`config.mk`:
```
export PLATFORM = sky130hd
export DESIGN_NAME = newick_tree_syntax_checker_core
export DESIGN_NICKNAME = d
export VERILOG_FILES = /design/src/rtl/ntsc_pkg.sv /design/src/rtl/newick_tree_syntax_checker_core.sv /design/src/rtl/ntsc_ram.sv
export SDC_FILE = /design/constraint.sdc
export NUM_CORES = 1
export LEC_CHECK = 0
export BUFFER_PORTS_ARGS = -buffer_cell sky130_fd_sc_hd__buf_2
export CAP_MARGIN = 40
export CELL_PAD_IN_SITES_DETAIL_PLACEMENT = 1
export CELL_PAD_IN_SITES_GLOBAL_PLACEMENT = 2
export CORE_UTILIZATION = 35
export CTS_BUF_LIST = sky130_fd_sc_hd__clkbuf_8
export DETAILED_ROUTE_END_ITERATION = 6
export PLACE_DENSITY_LB_ADDON = 0.1
export SLEW_MARGIN = 30
export SYNTH_ARGS = -nofsm -noshare
export SYNTH_HDL_FRONTEND = slang
export SYNTH_HIERARCHICAL = 1
export SYNTH_SLANG_ARGS = --single-unit
```
`constraint.sdc`:
```
create_clock -name clk -period 7.24 [get_ports clk]
set_input_delay 0 -clock clk [delete_from_list [all_inputs] [get_ports clk]]
set_output_delay 0 -clock clk [all_outputs]
set_load 0.005 [all_outputs]
```
`src/rtl/ntsc_pkg.sv`:
```
// Shared constants and types for the Newick tree syntax checker.
package ntsc_pkg;

	localparam int MAX_DEPTH = 64;
	localparam int LEVEL_W = $clog2(MAX_DEPTH + 1);
	localparam int ADDR_W = $clog2(MAX_DEPTH);
	localparam int DEPTH_W = 7;
	localparam int COUNT_W = 16;
	localparam int STEPS = 6;

	localparam logic [7:0] CH_LPAREN = 8'h28;
	localparam logic [7:0] CH_RPAREN = 8'h29;
	localparam logic [7:0] CH_COLON = 8'h3A;
	localparam logic [7:0] CH_COMMA = 8'h2C;
	localparam logic [7:0] CH_UNDER = 8'h5F;
	localparam logic [7:0] CH_DOT = 8'h2E;
	localparam logic [7:0] CH_ZERO = 8'h30;
	localparam logic [7:0] CH_NINE = 8'h39;
	localparam logic [7:0] CH_SPACE = 8'h20;
	localparam logic [7:0] CH_TAB = 8'h09;
	localparam logic [7:0] CH_LF = 8'h0A;
	localparam logic [7:0] CH_CR = 8'h0D;
	localparam logic [7:0] CH_NONE = 8'h00;

	localparam logic [1:0] ST_RUNNING = 2'd0;
	localparam logic [1:0] ST_ACCEPTED = 2'd1;
	localparam logic [1:0] ST_ERROR = 2'd2;

	localparam logic [1:0] ERR_NONE = 2'd0;
	localparam logic [1:0] ERR_WRONG_CHAR = 2'd1;
	localparam logic [1:0] ERR_NONZERO_DIGIT = 2'd2;
	localparam logic [1:0] ERR_TOO_DEEP = 2'd3;

	localparam logic [3:0] P_TREE = 4'd0;
	localparam logic [3:0] P_NAME = 4'd1;
	localparam logic [3:0] P_SEP1 = 4'd2;
	localparam logic [3:0] P_COLON = 4'd3;
	localparam logic [3:0] P_SEP2 = 4'd4;
	localparam logic [3:0] P_INT = 4'd5;
	localparam logic [3:0] P_INT_MORE = 4'd6;
	localparam logic [3:0] P_AFTER_INT = 4'd7;
	localparam logic [3:0] P_FRAC = 4'd8;
	localparam logic [3:0] P_NUM_END = 4'd9;
	localparam logic [3:0] P_SEP3 = 4'd10;

	typedef struct packed {
		logic letter;
		logic digit;
		logic sep;
		logic lparen;
		logic rparen;
		logic colon;
		logic comma;
		logic under;
		logic dot;
		logic zero;
	} cls_t;

	typedef struct packed {
		logic [3:0] pos;
		logic take;
		logic fail;
		logic [1:0] kind;
		logic [7:0] expect_ch;
		logic accept;
		logic push;
		logic pop;
		logic set_top;
	} step_t;

endpackage

```
`src/rtl/newick_tree_syntax_checker_core.sv`:
```
// Top level of the Newick tree syntax checker: one character per request.
//
// The request channel (req_valid, req_stall) carries one character, a first
// flag that restarts the parser, and an end_of_text flag for a character that
// matches nothing. Every accepted request gives exactly one result on the
// result channel (res_valid, res_stall): status, error kind, expected
// character, characters consumed so far and the open nesting depth.
// The result appears in the cycle after the request is accepted, and a new request
// can be accepted in every cycle while req_stall is low, so throughput is one
// character per cycle; the grammar position lookahead chain is combinational.
// The open-child bit of every level but the innermost lives in a small RAM
// whose read is prefetched for the level below the current one.
// When the receiver stalls a pending result, the result stays unchanged and
// req_stall is raised until that result is taken.
// Reset leaves no result pending and puts the parser at the start of a tree.
// Once a tree is accepted or an error is found, the result is held until a
// request with first set.
module newick_tree_syntax_checker_core (
	input  logic       clk,
	input  logic       arst_n,
	input  logic       req_valid,
	output logic       req_stall,
	input  logic [7:0] ch,
	input  logic       first,
	input  logic       end_of_text,
	output logic       res_valid,
	input  logic       res_stall,
	output logic [1:0] status,
	output logic [1:0] error_kind,
	output logic [7:0] expected_char,
	output logic [15:0] position,
	output logic [6:0] depth
);

	logic [3:0] pos_q;
	logic [ntsc_pkg::LEVEL_W-1:0] lv_q;
	logic top_q;
	logic [1:0] verdict_q;
	logic [1:0] kind_q;
	logic [7:0] exp_q;
	logic [ntsc_pkg::COUNT_W-1:0] cnt_q;
	logic res_valid_q;

	logic accept_req;
	ntsc_pkg::cls_t cls;
	logic have;

	logic [3:0] e_pos;
	logic [ntsc_pkg::LEVEL_W-1:0] e_lv;
	logic e_top;
	logic [1:0] e_verdict;
	logic [1:0] e_kind;
	logic [7:0] e_exp;
	logic [ntsc_pkg::COUNT_W-1:0] e_cnt;

	logic [3:0] n_pos;
	logic [ntsc_pkg::LEVEL_W-1:0] n_lv;
	logic n_top;
	logic [1:0] n_verdict;
	logic [1:0] n_kind;
	logic [7:0] n_exp;
	logic [ntsc_pkg::COUNT_W-1:0] n_cnt;

	ntsc_pkg::step_t evt;
	ntsc_pkg::step_t stp;
	logic halt;
	logic [3:0] walk_pos;

	logic ram_we;
	logic [ntsc_pkg::ADDR_W-1:0] ram_waddr;
	logic [ntsc_pkg::ADDR_W-1:0] ram_raddr;
	logic ram_rdata;

	function automatic ntsc_pkg::step_t step_fn(
		input logic [3:0] pos,
		input ntsc_pkg::cls_t c,
		input logic top,
		input logic [ntsc_pkg::LEVEL_W-1:0] lv
	);
		ntsc_pkg::step_t r;
		r = '0;
		r.pos = pos;
		unique case (pos)
			ntsc_pkg::P_TREE: begin
				if (c.lparen) begin
					if (lv >= ntsc_pkg::LEVEL_W'(ntsc_pkg::MAX_DEPTH)) begin
						r.fail = 1'b1;
						r.kind = ntsc_pkg::ERR_TOO_DEEP;
					end else begin
						r.push = 1'b1;
						r.take = 1'b1;
					end
				end else begin
					r.pos = ntsc_pkg::P_NAME;
				end
			end
			ntsc_pkg::P_NAME: begin
				if (c.letter || c.under) begin
					r.take = 1'b1;
				end else if (lv == '0) begin
					r.accept = 1'b1;
				end else begin
					r.pos = ntsc_pkg::P_SEP1;
				end
			end
			ntsc_pkg::P_SEP1: begin
				if (c.sep) r.take = 1'b1;
				else r.pos = ntsc_pkg::P_COLON;
			end
			ntsc_pkg::P_COLON: begin
				if (c.colon) begin
					r.take = 1'b1;
					r.pos = ntsc_pkg::P_SEP2;
				end else begin
					r.fail = 1'b1;
					r.kind = ntsc_pkg::ERR_WRONG_CHAR;
					r.expect_ch = ntsc_pkg::CH_COLON;
				end
			end
			ntsc_pkg::P_SEP2: begin
				if (c.sep) r.take = 1'b1;
				else r.pos = ntsc_pkg::P_INT;
			end
			ntsc_pkg::P_INT: begin
				if (c.zero) begin
					r.take = 1'b1;
					r.pos = ntsc_pkg::P_AFTER_INT;
				end else if (c.digit) begin
					r.take = 1'b1;
					r.pos = ntsc_pkg::P_INT_MORE;
				end else begin
					r.fail = 1'b1;
					r.kind = ntsc_pkg::ERR_NONZERO_DIGIT;
				end
			end
			ntsc_pkg::P_INT_MORE: begin
				if (c.digit) r.take = 1'b1;
				else r.pos = ntsc_pkg::P_AFTER_INT;
			end
			ntsc_pkg::P_AFTER_INT: begin
				if (c.dot) begin
					r.take = 1'b1;
					r.pos = ntsc_pkg::P_FRAC;
				end else begin
					r.pos = ntsc_pkg::P_NUM_END;
				end
			end
			ntsc_pkg::P_FRAC: begin
				if (c.digit) r.take = 1'b1;
				else r.pos = ntsc_pkg::P_NUM_END;
			end
			ntsc_pkg::P_NUM_END: begin
				if (!top) begin
					if (c.comma) begin
						r.set_top = 1'b1;
						r.take = 1'b1;
						r.pos = ntsc_pkg::P_SEP3;
					end else begin
						r.fail = 1'b1;
						r.kind = ntsc_pkg::ERR_WRONG_CHAR;
						r.expect_ch = ntsc_pkg::CH_COMMA;
					end
				end else begin
					if (c.rparen) begin
						r.take = 1'b1;
						r.pop = 1'b1;
						if (lv <= ntsc_pkg::LEVEL_W'(1)) r.accept = 1'b1;
						else r.pos = ntsc_pkg::P_SEP1;
					end else begin
						r.fail = 1'b1;
						r.kind = ntsc_pkg::ERR_WRONG_CHAR;
						r.expect_ch = ntsc_pkg::CH_RPAREN;
					end
				end
			end
			ntsc_pkg::P_SEP3: begin
				if (c.sep) r.take = 1'b1;
				else r.pos = ntsc_pkg::P_TREE;
			end
			default: begin
				r.pos = ntsc_pkg::P_TREE;
			end
		endcase
		return r;
	endfunction

	assign req_stall = res_valid_q && res_stall;
	assign accept_req = req_valid && !req_stall;

	assign have = !end_of_text;
	always_comb begin
		cls.letter = have && ((ch >= 8'h61 && ch <= 8'h7A) || (ch >= 8'h41 && ch <= 8'h5A));
		cls.digit = have && ch >= ntsc_pkg::CH_ZERO && ch <= ntsc_pkg::CH_NINE;
		cls.sep = have && (ch == ntsc_pkg::CH_SPACE || ch == ntsc_pkg::CH_TAB ||
			ch == ntsc_pkg::CH_LF || ch == ntsc_pkg::CH_CR);
		cls.lparen = have && ch == ntsc_pkg::CH_LPAREN;
		cls.rparen = have && ch == ntsc_pkg::CH_RPAREN;
		cls.colon = have && ch == ntsc_pkg::CH_COLON;
		cls.comma = have && ch == ntsc_pkg::CH_COMMA;
		cls.under = have && ch == ntsc_pkg::CH_UNDER;
		cls.dot = have && ch == ntsc_pkg::CH_DOT;
		cls.zero = have && ch == ntsc_pkg::CH_ZERO;
	end

	always_comb begin
		if (first) begin
			e_pos = ntsc_pkg::P_TREE;
			e_lv = '0;
			e_top = 1'b0;
			e_verdict = ntsc_pkg::ST_RUNNING;
			e_kind = ntsc_pkg::ERR_NONE;
			e_exp = ntsc_pkg::CH_NONE;
			e_cnt = '0;
		end else begin
			e_pos = pos_q;
			e_lv = lv_q;
			e_top = top_q;
			e_verdict = verdict_q;
			e_kind = kind_q;
			e_exp = exp_q;
			e_cnt = cnt_q;
		end
	end

	always_comb begin
		evt = '0;
		stp = '0;
		walk_pos = e_pos;
		halt = (e_verdict != ntsc_pkg::ST_RUNNING);
		for (int i = 0; i < ntsc_pkg::STEPS; i++) begin
			if (!halt) begin
				stp = step_fn(walk_pos, cls, e_top, e_lv);
				walk_pos = stp.pos;
				if (stp.take || stp.fail || stp.accept) begin
					evt = stp;
					halt = 1'b1;
				end
			end
		end
	end

	always_comb begin
		n_pos = walk_pos;
		n_verdict = e_verdict;
		n_kind = e_kind;
		n_exp = e_exp;
		if (evt.fail) begin
			n_verdict = ntsc_pkg::ST_ERROR;
			n_kind = evt.kind;
			n_exp = evt.expect_ch;
		end else if (evt.accept) begin
			n_verdict = ntsc_pkg::ST_ACCEPTED;
		end
		if (evt.push) n_lv = e_lv + ntsc_pkg::LEVEL_W'(1);
		else if (evt.pop) n_lv = e_lv - ntsc_pkg::LEVEL_W'(1);
		else n_lv = e_lv;
		if (evt.push) n_top = 1'b0;
		else if (evt.pop) n_top = ram_rdata;
		else if (evt.set_top) n_top = 1'b1;
		else n_top = e_top;
		if (evt.take && e_cnt != {ntsc_pkg::COUNT_W{1'b1}}) begin
			n_cnt = e_cnt + ntsc_pkg::COUNT_W'(1);
		end else begin
			n_cnt = e_cnt;
		end
	end

	assign ram_we = accept_req && evt.push && (e_lv != '0);
	assign ram_waddr = ntsc_pkg::ADDR_W'(e_lv - ntsc_pkg::LEVEL_W'(1));
	assign ram_raddr = ntsc_pkg::ADDR_W'(lv_q - ntsc_pkg::LEVEL_W'(2));

	ntsc_ram #(
		.WIDTH(1),
		.DEPTH(ntsc_pkg::MAX_DEPTH)
	) u_stack (
		.clk(clk),
		.wr_en(ram_we),
		.wr_addr(ram_waddr),
		.wr_data(e_top),
		.rd_addr(ram_raddr),
		.rd_data(ram_rdata)
	);

	always_ff @(posedge clk or negedge arst_n) begin
		if (!arst_n) begin
			pos_q <= ntsc_pkg::P_TREE;
			lv_q <= '0;
			top_q <= 1'b0;
			verdict_q <= ntsc_pkg::ST_RUNNING;
			kind_q <= ntsc_pkg::ERR_NONE;
			exp_q <= ntsc_pkg::CH_NONE;
			cnt_q <= '0;
			res_valid_q <= 1'b0;
		end else begin
			if (accept_req) begin
				pos_q <= n_pos;
				lv_q <= n_lv;
				top_q <= n_top;
				verdict_q <= n_verdict;
				kind_q <= n_kind;
				exp_q <= n_exp;
				cnt_q <= n_cnt;
				res_valid_q <= 1'b1;
			end else if (!res_stall) begin
				res_valid_q <= 1'b0;
			end
		end
	end

	assign res_valid = res_valid_q;
	assign status = verdict_q;
	assign error_kind = kind_q;
	assign expected_char = exp_q;
	assign position = cnt_q;
	assign depth = ntsc_pkg::DEPTH_W'(lv_q);

endmodule

```
`src/rtl/ntsc_ram.sv`:
```
// Generic single-port-write RAM with a registered read port.
module ntsc_ram #(
	parameter int WIDTH = 1,
	parameter int DEPTH = 64
) (
	input  logic                     clk,
	input  logic                     wr_en,
	input  logic [$clog2(DEPTH)-1:0] wr_addr,
	input  logic [WIDTH-1:0]         wr_data,
	input  logic [$clog2(DEPTH)-1:0] rd_addr,
	output logic [WIDTH-1:0]         rd_data
);

	logic [WIDTH-1:0] mem_q [DEPTH];

	always_ff @(posedge clk) begin
		if (wr_en) begin
			mem_q[wr_addr] <= wr_data;
		end
		rd_data <= mem_q[rd_addr];
	end

endmodule

```
**Yosys cells after proc, flatten, opt, wreduce, memory -nomap -nowiden**

Memory sizes are Yosys's and may differ from the RTL's. A register that Yosys moved wholly into a read port is not among the register bits.
Cells that the tools add are included.
Widths: inputs -> output; s select.

- Register bits after elaboration: 41
- Bits in writable memories: 64
- Input port bits: 14
- Output and inout port bits: 37
- Word-level logic and storage cells: 387
- Memories kept: 1

Memory list:

| memory | depth | width | read ports | clocked after Yosys merged registers in | wr ports | line | RTL |
|---|---|---|---|---|---|---|---|
| u_stack.mem_q | 64 | 1 | 1 | 1 | 1 | ntsc_ram.sv:14 | `logic [WIDTH-1:0] mem_q [DEPTH];` |

- Add/sub/neg operators: 4
- Order comparisons: 8
- Equal/unequal tests: 73
- Multiplexer cells: 233
- Reduce and logical (&&, ||, !) cells: 60

Operators by type and width:

| kind | count |
|---|---|
| $mux 16 | 24 |
| $pmux 4 s11 | 6 |
| $mux 4 | 63 |
| $mux 5 | 34 |
| $eq 4x3->1 const B | 24 |
| $pmux 8 s2 | 6 |
| $eq 4x4->1 const B | 18 |
| $pmux 3 s4 | 6 |
| $eq 8x6->1 const B | 7 |
| $mux 11 | 5 |
| $mux 1 | 52 |
| $eq 4x2->1 const B | 12 |
| $pmux 1 s8 | 6 |
| $mux 3 | 9 |
| $eq 4x1->1 const B | 6 |
| $eq 8x4->1 const B | 3 |
| $logic_not 4->1 | 6 |
| $mux 2 | 11 |
| $mux 7 | 3 |
| $logic_and 1x1->1 | 18 |
| $reduce_or 3->1 | 6 |
| $logic_or 1x1->1 | 17 |
| $add 16x1->16 const B | 1 |
| $ge 8x7->1 const B | 2 |
| 19 further kinds | 33 |

**Logic depth before layout (Yosys ltp)**

- Depth in word-level cells: 46
- Mapped depth: 27
- Mapped depth without buffers: 20

**Modules after synthesis**

Netlist, hierarchy kept.

By module, submodules not included:

| module | times used | cells each | area an instance (um^2) | seq. area each (um^2) |
|---|---|---|---|---|
| newick_tree_syntax_checker_core | 1 | 640 | 4693.3 | 925.9 |
| ntsc_ram | 1 | 205 | 2936.6 | 1941.9 |

**Worst setup path after synthesis**

Ideal clock, no wire load.

- Path type: input-to-reg
- Start: input first
- End: register cnt_q (netlist bit position[4])
- Library setup time: 0.126 ns
- Arrival: 5.085 ns
- Data required time: 7.114 ns
- Path slack: 2.029 ns
- Cell stages on the path: 24
- Buffers on the path: 5
- Cells stage by stage: buf_2 inv_2 clkbuf_1 clkbuf_1 nand2_1 ha_1 nor2b_1 a22o_1 a22oi_1 a31o_1 and2_4 mux2_4 a211o_1 or3_1 buf_2 o31a_1 and3_4 a22o_1 a21oi_2 a31oi_1 o31a_1 buf_6 and4_4 a221o_1

- Cells in the longest elaborated chain, start to end: 42
- Elaborated cells between the ends (all ways): 264
- Classes of those cells: add/sub (1); order compare (2); eq/ne (61); mux (167); reduce/logical (33)

Ends and longest elaborated chain:

| element | line | RTL |
|---|---|---|
| start, declared | newick_tree_syntax_checker_core.sv:24 | `input logic first,` |
| $mux 7 | newick_tree_syntax_checker_core.sv:206 | `if (first) begin` |
| $le 7x1->1 | newick_tree_syntax_checker_core.sv:167 | `if (lv <= ntsc_pkg::LEVEL_W'(1)) r.accept = 1'b1;` |
| $mux 4 | newick_tree_syntax_checker_core.sv:167 |  |
| $mux 5 | newick_tree_syntax_checker_core.sv:164 | `if (c.rparen) begin` |
| $mux 16 | newick_tree_syntax_checker_core.sv:153 | `if (!top) begin` |
| $pmux 4 s11 | newick_tree_syntax_checker_core.sv:83 | `unique case (pos)` |
| $mux 4 | newick_tree_syntax_checker_core.sv:231 | `if (!halt) begin` |
| $mux 4 | newick_tree_syntax_checker_core.sv:167 |  |
| [... 25 more ...] | -- |  |
| $reduce_or 3->1 (no source line) / $reduce_or 2->1 (equally long branches) | -- |  |
| $pmux 1 s8 | newick_tree_syntax_checker_core.sv:83 |  |
| $mux 1 | newick_tree_syntax_checker_core.sv:231 |  |
| $logic_or 1x1->1 (2 in a row) | newick_tree_syntax_checker_core.sv:234 | `if (stp.take \|\| stp.fail \|\| stp.accept) begin` |
| $mux 16 | newick_tree_syntax_checker_core.sv:234 |  |
| $mux 16 | newick_tree_syntax_checker_core.sv:231 |  |
| $logic_and 1x1->1 | newick_tree_syntax_checker_core.sv:261 | `if (evt.take && e_cnt != {ntsc_pkg::COUNT_W{1'b1}}) begin` |
| $mux 16 * | newick_tree_syntax_checker_core.sv:261 |  |
| end signal, assigned | newick_tree_syntax_checker_core.sv:302 | `cnt_q <= n_cnt;` |
| end, declared | newick_tree_syntax_checker_core.sv:41 | `logic [ntsc_pkg::COUNT_W-1:0] cnt_q;` |

Mark *: on every way between the ends. The rest lies on a longest branch, timed or not. The select of a mux whose other input is x is not followed.
A chain may end at the register's enable or synchronous reset.

**Worst setup path in the final report**

- Start: register lv_q (netlist bit depth[2])
- End: register cnt_q (netlist bit position[4])

- Cells in the longest elaborated chain, start to end: 42
- Elaborated cells between the ends (all ways): 233
- Classes of those cells: order compare (2); eq/ne (50); mux (152); reduce/logical (29)

Ends and longest elaborated chain:

| element | line | RTL |
|---|---|---|
| start, declared | newick_tree_syntax_checker_core.sv:36 | `logic [ntsc_pkg::LEVEL_W-1:0] lv_q;` |
| start signal, assigned | newick_tree_syntax_checker_core.sv:297 | `lv_q <= n_lv;` |
| $mux 7 * | newick_tree_syntax_checker_core.sv:206 |  |
| $le 7x1->1 | newick_tree_syntax_checker_core.sv:167 |  |
| $mux 4 | newick_tree_syntax_checker_core.sv:167 |  |
| $mux 5 | newick_tree_syntax_checker_core.sv:164 |  |
| $mux 16 | newick_tree_syntax_checker_core.sv:153 |  |
| $pmux 4 s11 | newick_tree_syntax_checker_core.sv:83 |  |
| $mux 4 | newick_tree_syntax_checker_core.sv:231 |  |
| $mux 4 | newick_tree_syntax_checker_core.sv:167 |  |
| [... 25 more ...] | -- |  |
| $reduce_or 3->1 (no source line) / $reduce_or 2->1 (equally long branches) | -- |  |
| $pmux 1 s8 | newick_tree_syntax_checker_core.sv:83 |  |
| $mux 1 | newick_tree_syntax_checker_core.sv:231 |  |
| $logic_or 1x1->1 (2 in a row) | newick_tree_syntax_checker_core.sv:234 |  |
| $mux 16 | newick_tree_syntax_checker_core.sv:234 |  |
| $mux 16 * | newick_tree_syntax_checker_core.sv:231 |  |
| $logic_and 1x1->1 * | newick_tree_syntax_checker_core.sv:261 |  |
| $mux 16 * | newick_tree_syntax_checker_core.sv:261 |  |

Marked as above.

==> flow_metrics.py <==
metrics = {
    "cts": {
        "h-tree-depth": 3,
        "cts_root_buffer": "clkbuf_8",
        "clkLatencyLatePin_ps": 390,
        "cts_sinks": 102,
        "cts_setup_buffers": 0,
        "clk_pin_slew_worst_paths_ps": 110,
        "cts_tree": "yes",
        "clockBufferDepth": 2,
        "numCtsBuffers": 9,
    },
    "placed_design": {
        "hpwl_um": 19200,
        "placed_cell_area_mm2": 0.00804,
        "gp_congestion": 0.898,
        "placedCellCount": 1124,
        "place.port_buffers": 48,
        "dp_slack_ps": 961,
    },
    "pwr": {
        "pwr_density_cell_mw_per_mm2": 264,
        "p_leak_nw": 3.09,
        "peakVddDrop_mv": 0.204,
    },
    "timing": {
        "timing.setup.tns_ps": 0,
        "max_freq_mhz": 157,
        "relSlewSlack_pct": 47.0,
        "finalCriticalPeriod_ps": 6360,
        "rsz0062_at_grt": "no",
        "setup_viol": 0,
        "hold_viol": 0,
        "fin_crit_sh_pct": 87.8,
        "tightest_slew_ps": 795,
        "drv_slew": 0,
        "worst_clock_skew_ps": 15.8,
        "setup_slack_ps": 883,
    },
    "finish": {
        "fin_util_pct": 38.9,
        "fillerInstances": 2493,
        "stdcell_count": 1143,
        "diodes": 0,
        "layout.nets": 883,
        "syn2layout_area_growth_pct": 8.25,
        "drive_above_1_share_pct": 13.7,
        "finalInstanceArea_mm2": 0.00826,
    },
    "die": {
        "core_area_mm2": 0.0212,
        "die_x_um": 150,
        "die_area_mm2": 0.0224,
        "start_util_pct": 36.0,
        "die_h_um": 150,
        "ios": 51,
        "rows": 53,
    },
    "grt": {
        "antenna_found_initial": 0,
        "grt_pass1_vias": 7031,
        "grt_overflow": 0,
        "grt_use_met2_pct": 38.9,
        "met1_usage_pct": 32.1,
        "grt_first_pass_wirelength_um": 40800,
        "use_met3_pct": 3.93,
        "grt.total_usage_pct": 23.7,
        "busiest_layer": "met2",
        "grt_max_degree": 69,
    },
    "setup_path": {
        "critPathMaxFanout": 20,
        "critPathRequiredTime_ps": 7530,
        "critPathLaunch": "depth[2]",
        "start_kind": "flop",
        "path_cells": "nor4_1 -> a22oi_1 -> o21ai_1 -> o31a_1 -> and3_1 -> nor4_1 -> a211o_1 -> nor3_1 -> a31oi_1 -> and3_1 -> o211a_1 -> a21oi_2 -> o311a_1 -> o31a_1 -> a41oi_1 -> a221o_1",
        "critPathKind": "flop to flop",
        "slowest_stage": "and3_1",
        "endpoint_kind": "flop",
        "slowest_delay_ps": 700,
        "crit_arrival_ps": 6650,
        "r2r_start": "depth[2]",
    },
    "logic_synthesis": {
        "synth-seq-cells": 102,
        "async_flop_share_pct": 36.3,
        "synth_area_mm2": 0.00763,
        "synth_flop_cell": "edfxtp_1",
        "synth_top_area_share_pct": 25.2,
        "synth.avg_cell_area_um2": 9.03,
        "synth_edf_count": 64,
        "yosys_warnings": 6,
        "ys_types": 97,
        "ys_seq_area_share_pct": 37.6,
        "netlist_top_cells_area": "edfxtp_1, dfrtp_1, nor2_1, nand2_1, mux4_2",
        "syn_inst": 845,
        "yosys.area.top_type": "edfxtp_1",
    },
    "status": {
        "status": "complete, no violations",
    },
    "routing": {
        "drtIter0Drc": 472,
        "drt_pass1_iterations": 5,
        "via_per_inst": 6.06,
        "drt.antenna.violating_nets": 0,
        "dr_total_vias": 6926,
        "drc": 0,
        "routed_wl_um": 25700,
        "wl_per_cell_um": 22.5,
    },
    "min_path": {
        "hp-class": "primary input to asynchronous set/reset pin",
    },
    "flow_run": {
        "cap_violations": 0,
    },
}
==> logic make-up after synthesis <==
family          Yosys count  synth area share, %
fa+ha+maj                 6                0.984
compound gates          191                 18.0
flops                   102                 37.6
buf+inv                  76                 4.85
mux                      41                 8.35
other cells               1               0.0491
xor+xnor                 19                 2.18
simple gates            409                 28.0
==> cell usage in the layout (no fill, tap or decap), types with 7 or more instances in the layout <==
cell type	synthesis	final
a211oi_1	7	7
buf_4	8	10
o21ai_0	21	21
a31oi_1	14	14
a21o_1	7	7
mux4_2	11	11
and3_1	14	14
edfxtp_1	64	64
o211ai_1	11	11
nand2b_1	8	8
mux2i_1	22	22
o22ai_1	8	8
clkbuf_8	0	9
nor2_1	111	111
nor4_1	8	8
nand3_1	37	37
xor2_1	13	13
o21ai_1	7	7
a22o_1	7	7
nand4_1	21	21
nor2b_1	18	18
nor3_1	31	31
inv_1	16	16
a21oi_1	36	36
dfrtp_1	37	37
buf_2	11	49
and2_1	8	8
nand2_1	98	98
==> worst paths after layout <==
kind | to | slack [ps] | depth (start not counted)
min in group clk | position[10] | 190 | 4
min | depth[4] | 160 | 2
max | position[4] | 880 | 16
min reg2reg | position[5] | 520 | 1
max reg2reg | position[4] | 880 | 16
max in group asynchronous | status[1] | 6570 | 3
==> worst max-delay path, delay by kind of cell (launching register included) <==
kind	cells	cell delay (ps)
AOI/OAI and AO/OA	11	3250
DFF	1	540
and+or+nand+nor	5	2440
==> final cells by class <==
| class | count | area [um2] | area share, % |
|---|---|---|---|
| multi-input cells | 668 | 4400 | 53.3 |
| flip-flops and latches | 102 | 2870 | 34.7 |
| repair buffers | 64 | 389 | 4.71 |
| well taps | 275 | 344 | 4.17 |
| clock buffers | 9 | 124 | 1.50 |
| inverters | 18 | 67.6 | 0.818 |
| clock inverters | 7 | 63.8 | 0.773 |
==> cells in the mapped netlist (13+ instances only) <==
library cell	n
a21oi_1	36
a31oi_1	14
and3_1	14
clkbuf_1	31
dfrtp_1	37
edfxtp_1	64
inv_1	16
mux2i_1	22
nand2_1	98
nand3_1	37
nand4_1	21
nor2_1	111
nor2b_1	18
nor3_1	31
o21ai_0	21
xor2_1	13
==> per-stage QoR <==
stage,hold WS [ps],total power (W)
2_1_floorplan,-296,0.00152
3_3_place_gp,180,0.00178
3_5_place_dp,52.5,0.00180
4_1_cts,164,0.00217
5_1_grt,171,0.00231
6_report,155,0.00218
==> flip-flops by register name (all words and copies together) (netlist names) <==
register	flops
depth	7
error_kind	2
expected_char	4
pos_q	4
position	16
res_valid	1
status	2
top_q	1
u_stack/mem_q	64
u_stack/rd_data	1
==> report_power, final <==
group / total [W] / internal (W) / switching (W)
sequential: 0.000711 / 0.000643 / 0.0000680
combinational: 0.00110 / 0.000378 / 0.000726
clock: 0.000363 / 0.000135 / 0.000228
total: 0.00218 / 0.00116 / 0.00102
==> metal layers <==
metal	wire length (um)	vias up
li1	-	3214
met1	11700	3483
met2	12400	186
met3	1050	43
met4	559	0
met5	0	-
==> what timing repair did <==
action | CTS | global route
hold buffers | 3 | 0
gates resized for setup | 0 | 0
hold endpoints to repair | 22 | 0
No activity file was read; power rests on OpenSTA's default activity.
